$ cat src/rational_arith_reduce_top_assert.svh
// Assertion macros for the rational arithmetic block
`ifndef RATIONAL_ARITH_REDUCE_TOP_ASSERT_SVH
`define RATIONAL_ARITH_REDUCE_TOP_ASSERT_SVH

// Same-cycle implication, reset-qualified
`define RAR_ASSERT_SAME(lbl, ante, cons, msg) \
  lbl: assert property (@(posedge clk_i) disable iff (!rst_ni) (ante) |-> (cons)) \
    else $error(msg);

// Next-cycle implication, reset-qualified
`define RAR_ASSERT_NEXT(lbl, ante, cons, msg) \
  lbl: assert property (@(posedge clk_i) disable iff (!rst_ni) (ante) |=> (cons)) \
    else $error(msg);

`endif

$ cat src/rar_pkg.sv
// Shared types and constants for the rational arithmetic block
`timescale 1ns / 1ps

package rar_pkg;

  typedef enum logic [1:0] {
    OP_ADD = 2'd0,
    OP_SUB = 2'd1,
    OP_MUL = 2'd2,
    OP_DIV = 2'd3
  } op_e;

  typedef enum logic [1:0] {
    MUL_CROSS_A,
    MUL_CROSS_B,
    MUL_DEN
  } mul_step_e;

  typedef enum logic [1:0] {
    DSEL_GCD,
    DSEL_NUM,
    DSEL_DEN
  } div_sel_e;

  typedef struct packed {
    logic      load;
    logic      mul_en;
    mul_step_e mul_step;
    logic      sum_en;
    logic      gcd_init;
    logic      g_load;
    logic      div_start;
    div_sel_e  div_sel;
    logic      gcd_step;
    logic      qnum_en;
    logic      qden_en;
    logic      out_load;
  } rar_ctrl_t;

  typedef struct packed {
    logic trivial_gcd;
    logic lo_zero;
    logic div_done;
  } rar_stat_t;

  localparam int CMD_W       = 2;
  localparam int NUM_OUT_W   = 32;
  localparam int DEN_OUT_W   = 31;
  localparam int OUT_TDATA_W = 128;

endpackage

$ cat src/rar_div.sv
// Restoring serial divider, one quotient bit per cycle
`timescale 1ns / 1ps

module rar_div #(
  parameter int W = 32
) (
  input  logic         clk_i,
  input  logic         rst_ni,
  input  logic         start_i,
  input  logic [W-1:0] dividend_i,
  input  logic [W-1:0] divisor_i,
  output logic         done_o,
  output logic [W-1:0] quot_o,
  output logic [W-1:0] rem_o
);

  localparam int CW = $clog2(W);

  logic [W-1:0]  acc_q, quo_q, dvs_q;
  logic [CW-1:0] cnt_q;
  logic          busy_q, done_q;
  logic [W:0]    trial, diff;

  assign trial = {acc_q, quo_q[W-1]};
  assign diff  = trial - {1'b0, dvs_q};

  always_ff @(posedge clk_i or negedge rst_ni) begin
    if (!rst_ni) begin
      busy_q <= 1'b0;
      done_q <= 1'b0;
      cnt_q  <= '0;
    end else begin
      done_q <= 1'b0;
      if (start_i) begin
        busy_q <= 1'b1;
        cnt_q  <= '0;
      end else if (busy_q) begin
        cnt_q <= cnt_q + CW'(1);
        if (cnt_q == CW'(W - 1)) begin
          busy_q <= 1'b0;
          done_q <= 1'b1;
        end
      end
    end
  end

  always_ff @(posedge clk_i) begin
    if (start_i) begin
      acc_q <= '0;
      quo_q <= dividend_i;
      dvs_q <= divisor_i;
    end else if (busy_q) begin
      if (!diff[W]) begin
        acc_q <= diff[W-1:0];
        quo_q <= {quo_q[W-2:0], 1'b1};
      end else begin
        acc_q <= trial[W-1:0];
        quo_q <= {quo_q[W-2:0], 1'b0};
      end
    end
  end

  assign done_o = done_q;
  assign quot_o = quo_q;
  assign rem_o  = acc_q;

endmodule

$ cat src/rar_dp.sv
// Datapath: sign/magnitude products, sum, Euclid GCD and reduction
`timescale 1ns / 1ps

module rar_dp #(
  parameter int VW = 16
) (
  input  logic                           clk_i,
  input  logic                           rst_ni,
  input  rar_pkg::rar_ctrl_t             ctrl_i,
  output rar_pkg::rar_stat_t             stat_o,
  input  rar_pkg::op_e                   op_i,
  input  logic [VW-1:0]                  ln_i,
  input  logic [VW-1:0]                  ld_i,
  input  logic [VW-1:0]                  rn_i,
  input  logic [VW-1:0]                  rd_i,
  output logic [rar_pkg::OUT_TDATA_W-1:0] tdata_o,
  output logic                           zden_o
);

  localparam int MW = 2 * VW;

  rar_pkg::op_e  op_q;
  logic [VW-1:0] ln_m_q, ld_m_q, rn_m_q, rd_m_q;
  logic          ln_s_q, ld_s_q, rn_s_q, rd_s_q;

  logic [VW-1:0] mul_a, mul_b;
  logic          mul_sa, mul_sb;
  logic [MW-1:0] prod;

  logic [MW-1:0] p0_q, p1_q, den_q, num_q;
  logic          s0_q, s1_q, dsgn_q, nsgn_q;
  logic [MW-1:0] num_d;
  logic          nsgn_d;
  logic [MW-1:0] diff01, diff10;

  logic [MW-1:0] hi_q, lo_q, g_q, rnum_q, rden_q;
  logic [MW-1:0] div_dividend, div_divisor, div_quot, div_rem;
  logic          div_done;

  logic [MW+31:0] num_ext, den_ext, rnum_ext, rden_ext;
  logic           zden, neg;

  // operand capture, two's complement to sign/magnitude
  always_ff @(posedge clk_i) begin
    if (ctrl_i.load) begin
      op_q   <= op_i;
      ln_s_q <= ln_i[VW-1];
      ld_s_q <= ld_i[VW-1];
      rn_s_q <= rn_i[VW-1];
      rd_s_q <= rd_i[VW-1];
      ln_m_q <= ln_i[VW-1] ? (~ln_i + VW'(1)) : ln_i;
      ld_m_q <= ld_i[VW-1] ? (~ld_i + VW'(1)) : ld_i;
      rn_m_q <= rn_i[VW-1] ? (~rn_i + VW'(1)) : rn_i;
      rd_m_q <= rd_i[VW-1] ? (~rd_i + VW'(1)) : rd_i;
    end
  end

  // shared multiplier operand select
  always_comb begin
    mul_a  = ln_m_q;
    mul_sa = ln_s_q;
    mul_b  = rd_m_q;
    mul_sb = rd_s_q;
    case (ctrl_i.mul_step)
      rar_pkg::MUL_CROSS_A: begin
        if (op_q == rar_pkg::OP_MUL) begin
          mul_b  = rn_m_q;
          mul_sb = rn_s_q;
        end
      end
      rar_pkg::MUL_CROSS_B: begin
        mul_a  = rn_m_q;
        mul_sa = rn_s_q;
        mul_b  = ld_m_q;
        mul_sb = ld_s_q;
      end
      rar_pkg::MUL_DEN: begin
        mul_a  = ld_m_q;
        mul_sa = ld_s_q;
        if (op_q == rar_pkg::OP_DIV) begin
          mul_b  = rn_m_q;
          mul_sb = rn_s_q;
        end
      end
      default: ;
    endcase
  end

  assign prod = {{VW{1'b0}}, mul_a} * {{VW{1'b0}}, mul_b};

  always_ff @(posedge clk_i) begin
    if (ctrl_i.mul_en) begin
      case (ctrl_i.mul_step)
        rar_pkg::MUL_CROSS_A: begin
          p0_q <= prod;
          s0_q <= mul_sa ^ mul_sb;
        end
        rar_pkg::MUL_CROSS_B: begin
          p1_q <= prod;
          s1_q <= mul_sa ^ mul_sb ^ (op_q == rar_pkg::OP_SUB);
        end
        default: begin
          den_q  <= prod;
          dsgn_q <= mul_sa ^ mul_sb;
        end
      endcase
    end
  end

  // signed-magnitude sum of the cross products for add and subtract; multiply and divide pass the first product
  assign diff01 = p0_q - p1_q;
  assign diff10 = p1_q - p0_q;

  always_comb begin
    num_d  = p0_q;
    nsgn_d = s0_q;
    if (op_q == rar_pkg::OP_ADD || op_q == rar_pkg::OP_SUB) begin
      if (s0_q == s1_q) begin
        num_d = p0_q + p1_q;
      end else if (p0_q >= p1_q) begin
        num_d = diff01;
      end else begin
        num_d  = diff10;
        nsgn_d = s1_q;
      end
    end
  end

  always_ff @(posedge clk_i) begin
    if (ctrl_i.sum_en) begin
      num_q  <= num_d;
      nsgn_q <= nsgn_d;
    end
  end

  // Euclid state and reduced magnitudes
  always_ff @(posedge clk_i) begin
    if (ctrl_i.gcd_init) begin
      hi_q <= num_q;
      lo_q <= den_q;
    end else if (ctrl_i.gcd_step) begin
      hi_q <= lo_q;
      lo_q <= div_rem;
    end
    if (ctrl_i.g_load) begin
      g_q <= stat_o.trivial_gcd ? MW'(1) : hi_q;
    end
    if (ctrl_i.qnum_en) begin
      rnum_q <= div_quot;
    end
    if (ctrl_i.qden_en) begin
      rden_q <= div_quot;
    end
  end

  always_comb begin
    div_dividend = hi_q;
    div_divisor  = lo_q;
    case (ctrl_i.div_sel)
      rar_pkg::DSEL_NUM: begin
        div_dividend = num_q;
        div_divisor  = g_q;
      end
      rar_pkg::DSEL_DEN: begin
        div_dividend = den_q;
        div_divisor  = g_q;
      end
      default: ;
    endcase
  end

  rar_div #(
    .W (MW)
  ) u_div (
    .clk_i      (clk_i),
    .rst_ni     (rst_ni),
    .start_i    (ctrl_i.div_start),
    .dividend_i (div_dividend),
    .divisor_i  (div_divisor),
    .done_o     (div_done),
    .quot_o     (div_quot),
    .rem_o      (div_rem)
  );

  assign stat_o.trivial_gcd = (num_q == '0) || (den_q == '0);
  assign stat_o.lo_zero     = (lo_q == '0);
  assign stat_o.div_done    = div_done;

  // output beat
  assign num_ext  = {32'b0, num_q};
  assign den_ext  = {32'b0, den_q};
  assign rnum_ext = {32'b0, rnum_q};
  assign rden_ext = {32'b0, rden_q};
  assign zden     = (den_q == '0);
  assign neg      = !zden && (num_q != '0) && (nsgn_q != dsgn_q);

  always_ff @(posedge clk_i) begin
    if (ctrl_i.out_load) begin
      tdata_o <= {1'b0,
                  rden_ext[rar_pkg::DEN_OUT_W-1:0],
                  rnum_ext[rar_pkg::NUM_OUT_W-1:0],
                  den_ext[rar_pkg::DEN_OUT_W-1:0],
                  num_ext[rar_pkg::NUM_OUT_W-1:0],
                  neg};
      zden_o  <= zden;
    end
  end

endmodule

$ cat src/rar_ctrl.sv
// Controller: sequences products, sum, GCD loop and reduction
`timescale 1ns / 1ps

module rar_ctrl (
  input  logic               clk_i,
  input  logic               rst_ni,
  input  logic               s_valid_i,
  output logic               s_ready_o,
  output logic               m_valid_o,
  input  logic               m_ready_i,
  input  rar_pkg::rar_stat_t stat_i,
  output rar_pkg::rar_ctrl_t ctrl_o
);

  typedef enum logic [3:0] {
    S_IDLE,
    S_MUL_A,
    S_MUL_B,
    S_MUL_DEN,
    S_SUM,
    S_GCD_INIT,
    S_GCD_START,
    S_GCD_WAIT,
    S_DIVN_START,
    S_DIVN_WAIT,
    S_DIVD_START,
    S_DIVD_WAIT,
    S_OUT
  } state_e;

  state_e state_q, state_d;
  logic   m_valid_q;
  logic   out_free;

  assign out_free  = !m_valid_q || m_ready_i;
  assign s_ready_o = (state_q == S_IDLE);
  assign m_valid_o = m_valid_q;

  always_comb begin
    state_d = state_q;
    ctrl_o  = '0;
    unique case (state_q)
      S_IDLE: begin
        ctrl_o.load = s_valid_i;
        if (s_valid_i) begin
          state_d = S_MUL_A;
        end
      end
      S_MUL_A: begin
        ctrl_o.mul_en   = 1'b1;
        ctrl_o.mul_step = rar_pkg::MUL_CROSS_A;
        state_d         = S_MUL_B;
      end
      S_MUL_B: begin
        ctrl_o.mul_en   = 1'b1;
        ctrl_o.mul_step = rar_pkg::MUL_CROSS_B;
        state_d         = S_MUL_DEN;
      end
      S_MUL_DEN: begin
        ctrl_o.mul_en   = 1'b1;
        ctrl_o.mul_step = rar_pkg::MUL_DEN;
        state_d         = S_SUM;
      end
      S_SUM: begin
        ctrl_o.sum_en = 1'b1;
        state_d       = S_GCD_INIT;
      end
      S_GCD_INIT: begin
        if (stat_i.trivial_gcd) begin
          ctrl_o.g_load = 1'b1;
          state_d       = S_DIVN_START;
        end else begin
          ctrl_o.gcd_init = 1'b1;
          state_d         = S_GCD_START;
        end
      end
      S_GCD_START: begin
        if (stat_i.lo_zero) begin
          ctrl_o.g_load = 1'b1;
          state_d       = S_DIVN_START;
        end else begin
          ctrl_o.div_start = 1'b1;
          ctrl_o.div_sel   = rar_pkg::DSEL_GCD;
          state_d          = S_GCD_WAIT;
        end
      end
      S_GCD_WAIT: begin
        if (stat_i.div_done) begin
          ctrl_o.gcd_step = 1'b1;
          state_d         = S_GCD_START;
        end
      end
      S_DIVN_START: begin
        ctrl_o.div_start = 1'b1;
        ctrl_o.div_sel   = rar_pkg::DSEL_NUM;
        state_d          = S_DIVN_WAIT;
      end
      S_DIVN_WAIT: begin
        if (stat_i.div_done) begin
          ctrl_o.qnum_en = 1'b1;
          state_d        = S_DIVD_START;
        end
      end
      S_DIVD_START: begin
        ctrl_o.div_start = 1'b1;
        ctrl_o.div_sel   = rar_pkg::DSEL_DEN;
        state_d          = S_DIVD_WAIT;
      end
      S_DIVD_WAIT: begin
        if (stat_i.div_done) begin
          ctrl_o.qden_en = 1'b1;
          state_d        = S_OUT;
        end
      end
      S_OUT: begin
        if (out_free) begin
          ctrl_o.out_load = 1'b1;
          state_d         = S_IDLE;
        end
      end
      default: begin
        state_d = S_IDLE;
      end
    endcase
  end

  always_ff @(posedge clk_i or negedge rst_ni) begin
    if (!rst_ni) begin
      state_q   <= S_IDLE;
      m_valid_q <= 1'b0;
    end else begin
      state_q <= state_d;
      if (ctrl_o.out_load) begin
        m_valid_q <= 1'b1;
      end else if (m_ready_i) begin
        m_valid_q <= 1'b0;
      end
    end
  end

endmodule

$ cat src/rational_arith_reduce_top.sv
// Top level of the rational arithmetic block with GCD reduction
// One item at a time: an input beat is taken only while the controller is idle, and the
// finished result sits in an output register so the next item can start while it waits.
// The single shared serial divider gives one quotient bit per cycle on 2*VALUE_WIDTH-bit
// magnitudes, for every Euclid remainder step of the GCD and for both reductions; when either
// magnitude is zero there are no remainder steps.
`timescale 1ns / 1ps

module rational_arith_reduce_top #(
  parameter int VALUE_WIDTH = 16
) (
  input  logic                                 clk_i,
  input  logic                                 rst_ni,
  input  logic                                 s_axis_tvalid,
  output logic                                 s_axis_tready,
  // left_numerator, left_denominator, right_numerator, right_denominator, zero pad
  input  logic [((4*VALUE_WIDTH+7)/8)*8-1:0]   s_axis_tdata,
  // command
  input  logic [rar_pkg::CMD_W-1:0]            s_axis_tuser,
  output logic                                 m_axis_tvalid,
  input  logic                                 m_axis_tready,
  // negative, raw_numerator_mag, raw_denominator_mag, reduced_numerator_mag,
  // reduced_denominator_mag, zero pad
  output logic [rar_pkg::OUT_TDATA_W-1:0]      m_axis_tdata,
  // zero_denominator
  output logic [0:0]                           m_axis_tuser
);

  localparam int VW = VALUE_WIDTH;

  rar_pkg::rar_ctrl_t ctrl;
  rar_pkg::rar_stat_t stat;
  logic               zden;

  rar_ctrl u_ctrl (
    .clk_i     (clk_i),
    .rst_ni    (rst_ni),
    .s_valid_i (s_axis_tvalid),
    .s_ready_o (s_axis_tready),
    .m_valid_o (m_axis_tvalid),
    .m_ready_i (m_axis_tready),
    .stat_i    (stat),
    .ctrl_o    (ctrl)
  );

  rar_dp #(
    .VW (VW)
  ) u_dp (
    .clk_i   (clk_i),
    .rst_ni  (rst_ni),
    .ctrl_i  (ctrl),
    .stat_o  (stat),
    .op_i    (rar_pkg::op_e'(s_axis_tuser)),
    .ln_i    (s_axis_tdata[VW-1:0]),
    .ld_i    (s_axis_tdata[2*VW-1:VW]),
    .rn_i    (s_axis_tdata[3*VW-1:2*VW]),
    .rd_i    (s_axis_tdata[4*VW-1:3*VW]),
    .tdata_o (m_axis_tdata),
    .zden_o  (zden)
  );

  assign m_axis_tuser = zden;

  `include "rational_arith_reduce_top_assert.svh"

  `RAR_ASSERT_NEXT(a_busy_after_accept, s_axis_tvalid && s_axis_tready, !s_axis_tready, "input taken while busy")
  `RAR_ASSERT_SAME(a_zden_not_negative, m_axis_tvalid && m_axis_tuser[0], !m_axis_tdata[0], "negative with zero denominator")
  `RAR_ASSERT_SAME(a_zden_unreduced, m_axis_tvalid && m_axis_tuser[0], (m_axis_tdata[95:64] == m_axis_tdata[32:1]) && (m_axis_tdata[126:96] == m_axis_tdata[63:33]), "reduced differs from raw with zero denominator")

endmodule

$ cat config.mk
export PLATFORM = sky130hd
export DESIGN_NAME = rational_arith_reduce_top
export DESIGN_NICKNAME = d
export VERILOG_FILES = /design/src/rar_pkg.sv /design/src/rar_div.sv /design/src/rar_dp.sv /design/src/rar_ctrl.sv /design/src/rational_arith_reduce_top.sv
export VERILOG_INCLUDE_DIRS = /design/src /design/src/src
export SDC_FILE = /design/constraint.sdc
export NUM_CORES = 2
export LEC_CHECK = 0
export BUFFER_PORTS_ARGS = -buffer_cell sky130_fd_sc_hd__buf_2
export CAP_MARGIN = 20
export CORE_ASPECT_RATIO = 1.75
export CORE_MARGIN = 3
export CORE_UTILIZATION = 30
export CTS_CLUSTER_SIZE = 24
export DETAILED_ROUTE_END_ITERATION = 6
export PLACE_DENSITY = 0.52
export SYNTH_ARGS = -nofsm -noshare
export SYNTH_HDL_FRONTEND = slang
export SYNTH_SLANG_ARGS = --single-unit
$ cat constraint.sdc
create_clock -name clk_i -period 10.95 [get_ports clk_i]
set_input_delay 1.095 -clock clk_i [delete_from_list [all_inputs] [get_ports clk_i]]
set_output_delay 1.095 -clock clk_i [all_outputs]
set_load 0.05 [all_outputs]
==> flow_summary.toml <==
[critical_path]
r2r_start = "u_ctrl.state_q[1]$_DFFE_PN0P_"
crit_path_start_kind = "flip-flop"
cpMaxStageDelayCell = "a21oi_1"
rrSetupSlack_ps = 1330
end_kind = "flip-flop"
crit_start = "u_ctrl.state_q[1]$_DFFE_PN0P_"
slowest_delay_ps = 700
crit_type = "flip-flop to flip-flop"
regToRegEndpoint = "u_dp.p0_q[31]$_DFFE_PP_"
cp.required_ps = 11340
worst_path_most_repeated_cell = "fa_1"
reg2reg_depth = 30
crit_path_max_fanout = 18
cp.arrival_ps = 10010

[detailed_routing]
drt_wl_total_um = 117000
num_vias = 28000
drc = 0
via_per_inst = 5.06
drtAntennaViolNets = 0
drtIter0Drc = 1458
firstDrtPassIters = 5
post_drt_wl_per_cell_um = 21.1

[run]
drv_cap = 0

[synthesis]
ys_ff_latch = 597
synth_nets = 4170
synth_edf_count = 553
syn_inst = 3658
yosys-top-cells-area = "edfxtp_1 42%, fa_1 10%, ha_1 7.8%"
ys_seq_area_frac = 0.448
yosys.area.top_type = "edfxtp_1"
avgSynthCellArea_sq_um = 10.7
async_reset_ff_frac = 0.0201
synth_top_area_share = 0.424
syn-cell-area_sq_um = 39200
ys.flop_type = "edfxtp_1"
ys_warn_count = 0
yosysUniqueCellTypes = 83

[grt]
grt_pass1_vias = 29500
grt_usage = 0.169
overflow = 0
grt_max_degree = 71
antenna_found_initial = 2
grt_pass1_wl_um = 176000

[timing]
setup_viol = 0
finalCriticalPeriod_ps = 9620
skew_ps = 45.7
relSlewSlack = 0.245
fmaxAchievable_ghz = 0.104
setup_tns_ps = 0
holdWs_ps = 316
worst_pin_slew_ps = 1130
final-max-slew-violation-count = 0
min_period_over_period = 0.878
rsz0062_at_grt = "false"
finalHoldViolCount = 0

[clock_tree]
clk_latency_ps = 670
clk_path_buf_depth = 3
clock_sinks = 597
post_cts_buffers = 0
cts_buffers = 58
cts_tree = "yes"
clk_pin_slew_ps = 70
ctsHoldBuffers = 0
cts_resized = 0
cts_htree_levels = 2
cts-root-buf = "clkbuf_16"

[pwr]
pwr-share-seq = 0.528
clockPowerShare = 0.459
p_sw_mw = 0.950
leakagePower_nw = 17.4
peakVddDrop_mv = 0.104
netSwitchingFraction = 0.204
p_int_mw = 3.71
power_density_nw_per_um2 = 105
combPwrFrac = 0.013

[finish]
num-nets-final = 4327
top_register = "u_dp.tdata_o"
final_layout_size_suffix_gt1_frac = 0.133
largest_reg_flops = 127
area_growth_pct = 13.0
final_util = 0.343

[run_status]
outcome = "finished clean"

[placement]
dp_hpwl_um = 91300
globalplace.congestion = 0.946
numPortBuffers = 199

[min_path]
hold_class = "input pin to async pin"

[die]
rows = 174
dieArea_sq_um = 135000
initial_core_util = 0.303
die_w_um = 279
core_sq_um = 129000
die_h_um = 484
io_pins = 201
[critical path, delay by kind of cell (launching register included)]
kind | cells | cell delay, ps
XOR/XNOR | 1 | 110
AND/OR/NAND/NOR | 4 | 710
buffers and inverters | 5 | 620
adder cells (fa/ha/maj) | 8 | 3870
flip-flops | 1 | 690
AO/OA/AOI/OAI | 12 | 3330
[layer usage]
layer,up-vias,wire length (um),track usage
met5,-,0,0
met4,0,7660,0.0995
met3,281,4250,0.0170
met2,789,62900,0.327
met1,13700,41800,0.174
li1,13200,-,-
[placed cells by master, fill, tap and decap left out, drive strengths merged, types with 30 or more instances in the layout]
master  Yosys  layout
ha        244     244
xnor2     102     102
a211oi     33      33
edfxtp    553     553
clkbuf    143      65
nand2     322     322
mux2i      39      39
o21ai     237     237
a22oi      50      50
nor3       45      45
xor2       37      37
a21oi     241     241
nor4       30      30
a21o       61      61
nor2      275     275
nand2b     38      38
dfxtp      32      32
fa        198     198
nand3      35      35
buf        23     263
and2       66      66
inv       388     396
mux2      119     119
[cells by family after synthesis]
family / after synthesis / synth area share
xor+xnor: 139 / 0.0311
buf+inv: 555 / 0.0541
fa+ha+maj: 442 / 0.179
compound gates: 834 / 0.134
simple gates: 932 / 0.109
other cells: 1 / 0.0000957
flops: 597 / 0.448
mux: 158 / 0.0442
[metrics by stage]
stage	setup slack (ps)	cell area, sq um	power [mW]	cells
after floorplan	2400	39200	2.54	3658
after global placement	1320	42200	2.57	5424
after detailed placement	1190	42200	2.57	5424
after CTS	1150	44200	4.72	5532
after global routing	628	44300	4.82	5537
final	1330	44300	4.66	5537
[cell usage after synthesis, types with 39 or more instances]
master and instances:
a21o_1 61, nor3_1 45, o21ai_1 39, and2_1 66, clkbuf_1 143, fa_1 198
mux2_2 118, mux2i_1 39, edfxtp_1 553, nand2_1 322, a21oi_1 241, a22oi_1 50
ha_1 244, o21ai_0 197, inv_1 386, xnor2_1 102, nor2_1 275
[power groups by stage]
stage	Clock, mW	Combinational, mW	Sequential [mW]
final	2.14	0.0588	2.46
after global routing	2.29	0.0673	2.46
after CTS	2.20	0.0604	2.46
after detailed placement	0	0.0602	2.51
after global placement	0	0.0597	2.51
after floorplan	0	0.0309	2.51
[worst max-delay path by stage]
stage                                to  slack [ps]  depth (start not counted)
3_5_place_dp    u_dp.p0_q[31]$_DFFE_PP_        1190                         27
6_report        u_dp.p0_q[31]$_DFFE_PP_        1330                         30
5_1_grt         u_dp.p0_q[31]$_DFFE_PP_         630                         30
4_1_cts         u_dp.p0_q[31]$_DFFE_PP_        1150                         27
3_3_place_gp   u_dp.den_q[31]$_DFFE_PP_        1320                         27
2_1_floorplan  u_dp.den_q[31]$_DFFE_PP_        2400                         33
[area by class of cell]
| cell class | instances | area (sq um) |
|---|---|---|
| fillers | 13000 | 84800 |
| clock inverters | 43 | 539 |
| repair buffers | 263 | 1490 |
| flip-flops and latches | 597 | 17500 |
| clock buffers | 65 | 1510 |
| multi-input cells | 2506 | 19600 |
| well taps | 1672 | 2090 |
| diodes | 2 | 5.00 |
| inverters | 389 | 1460 |
Power figures use the tool's default switching activity.
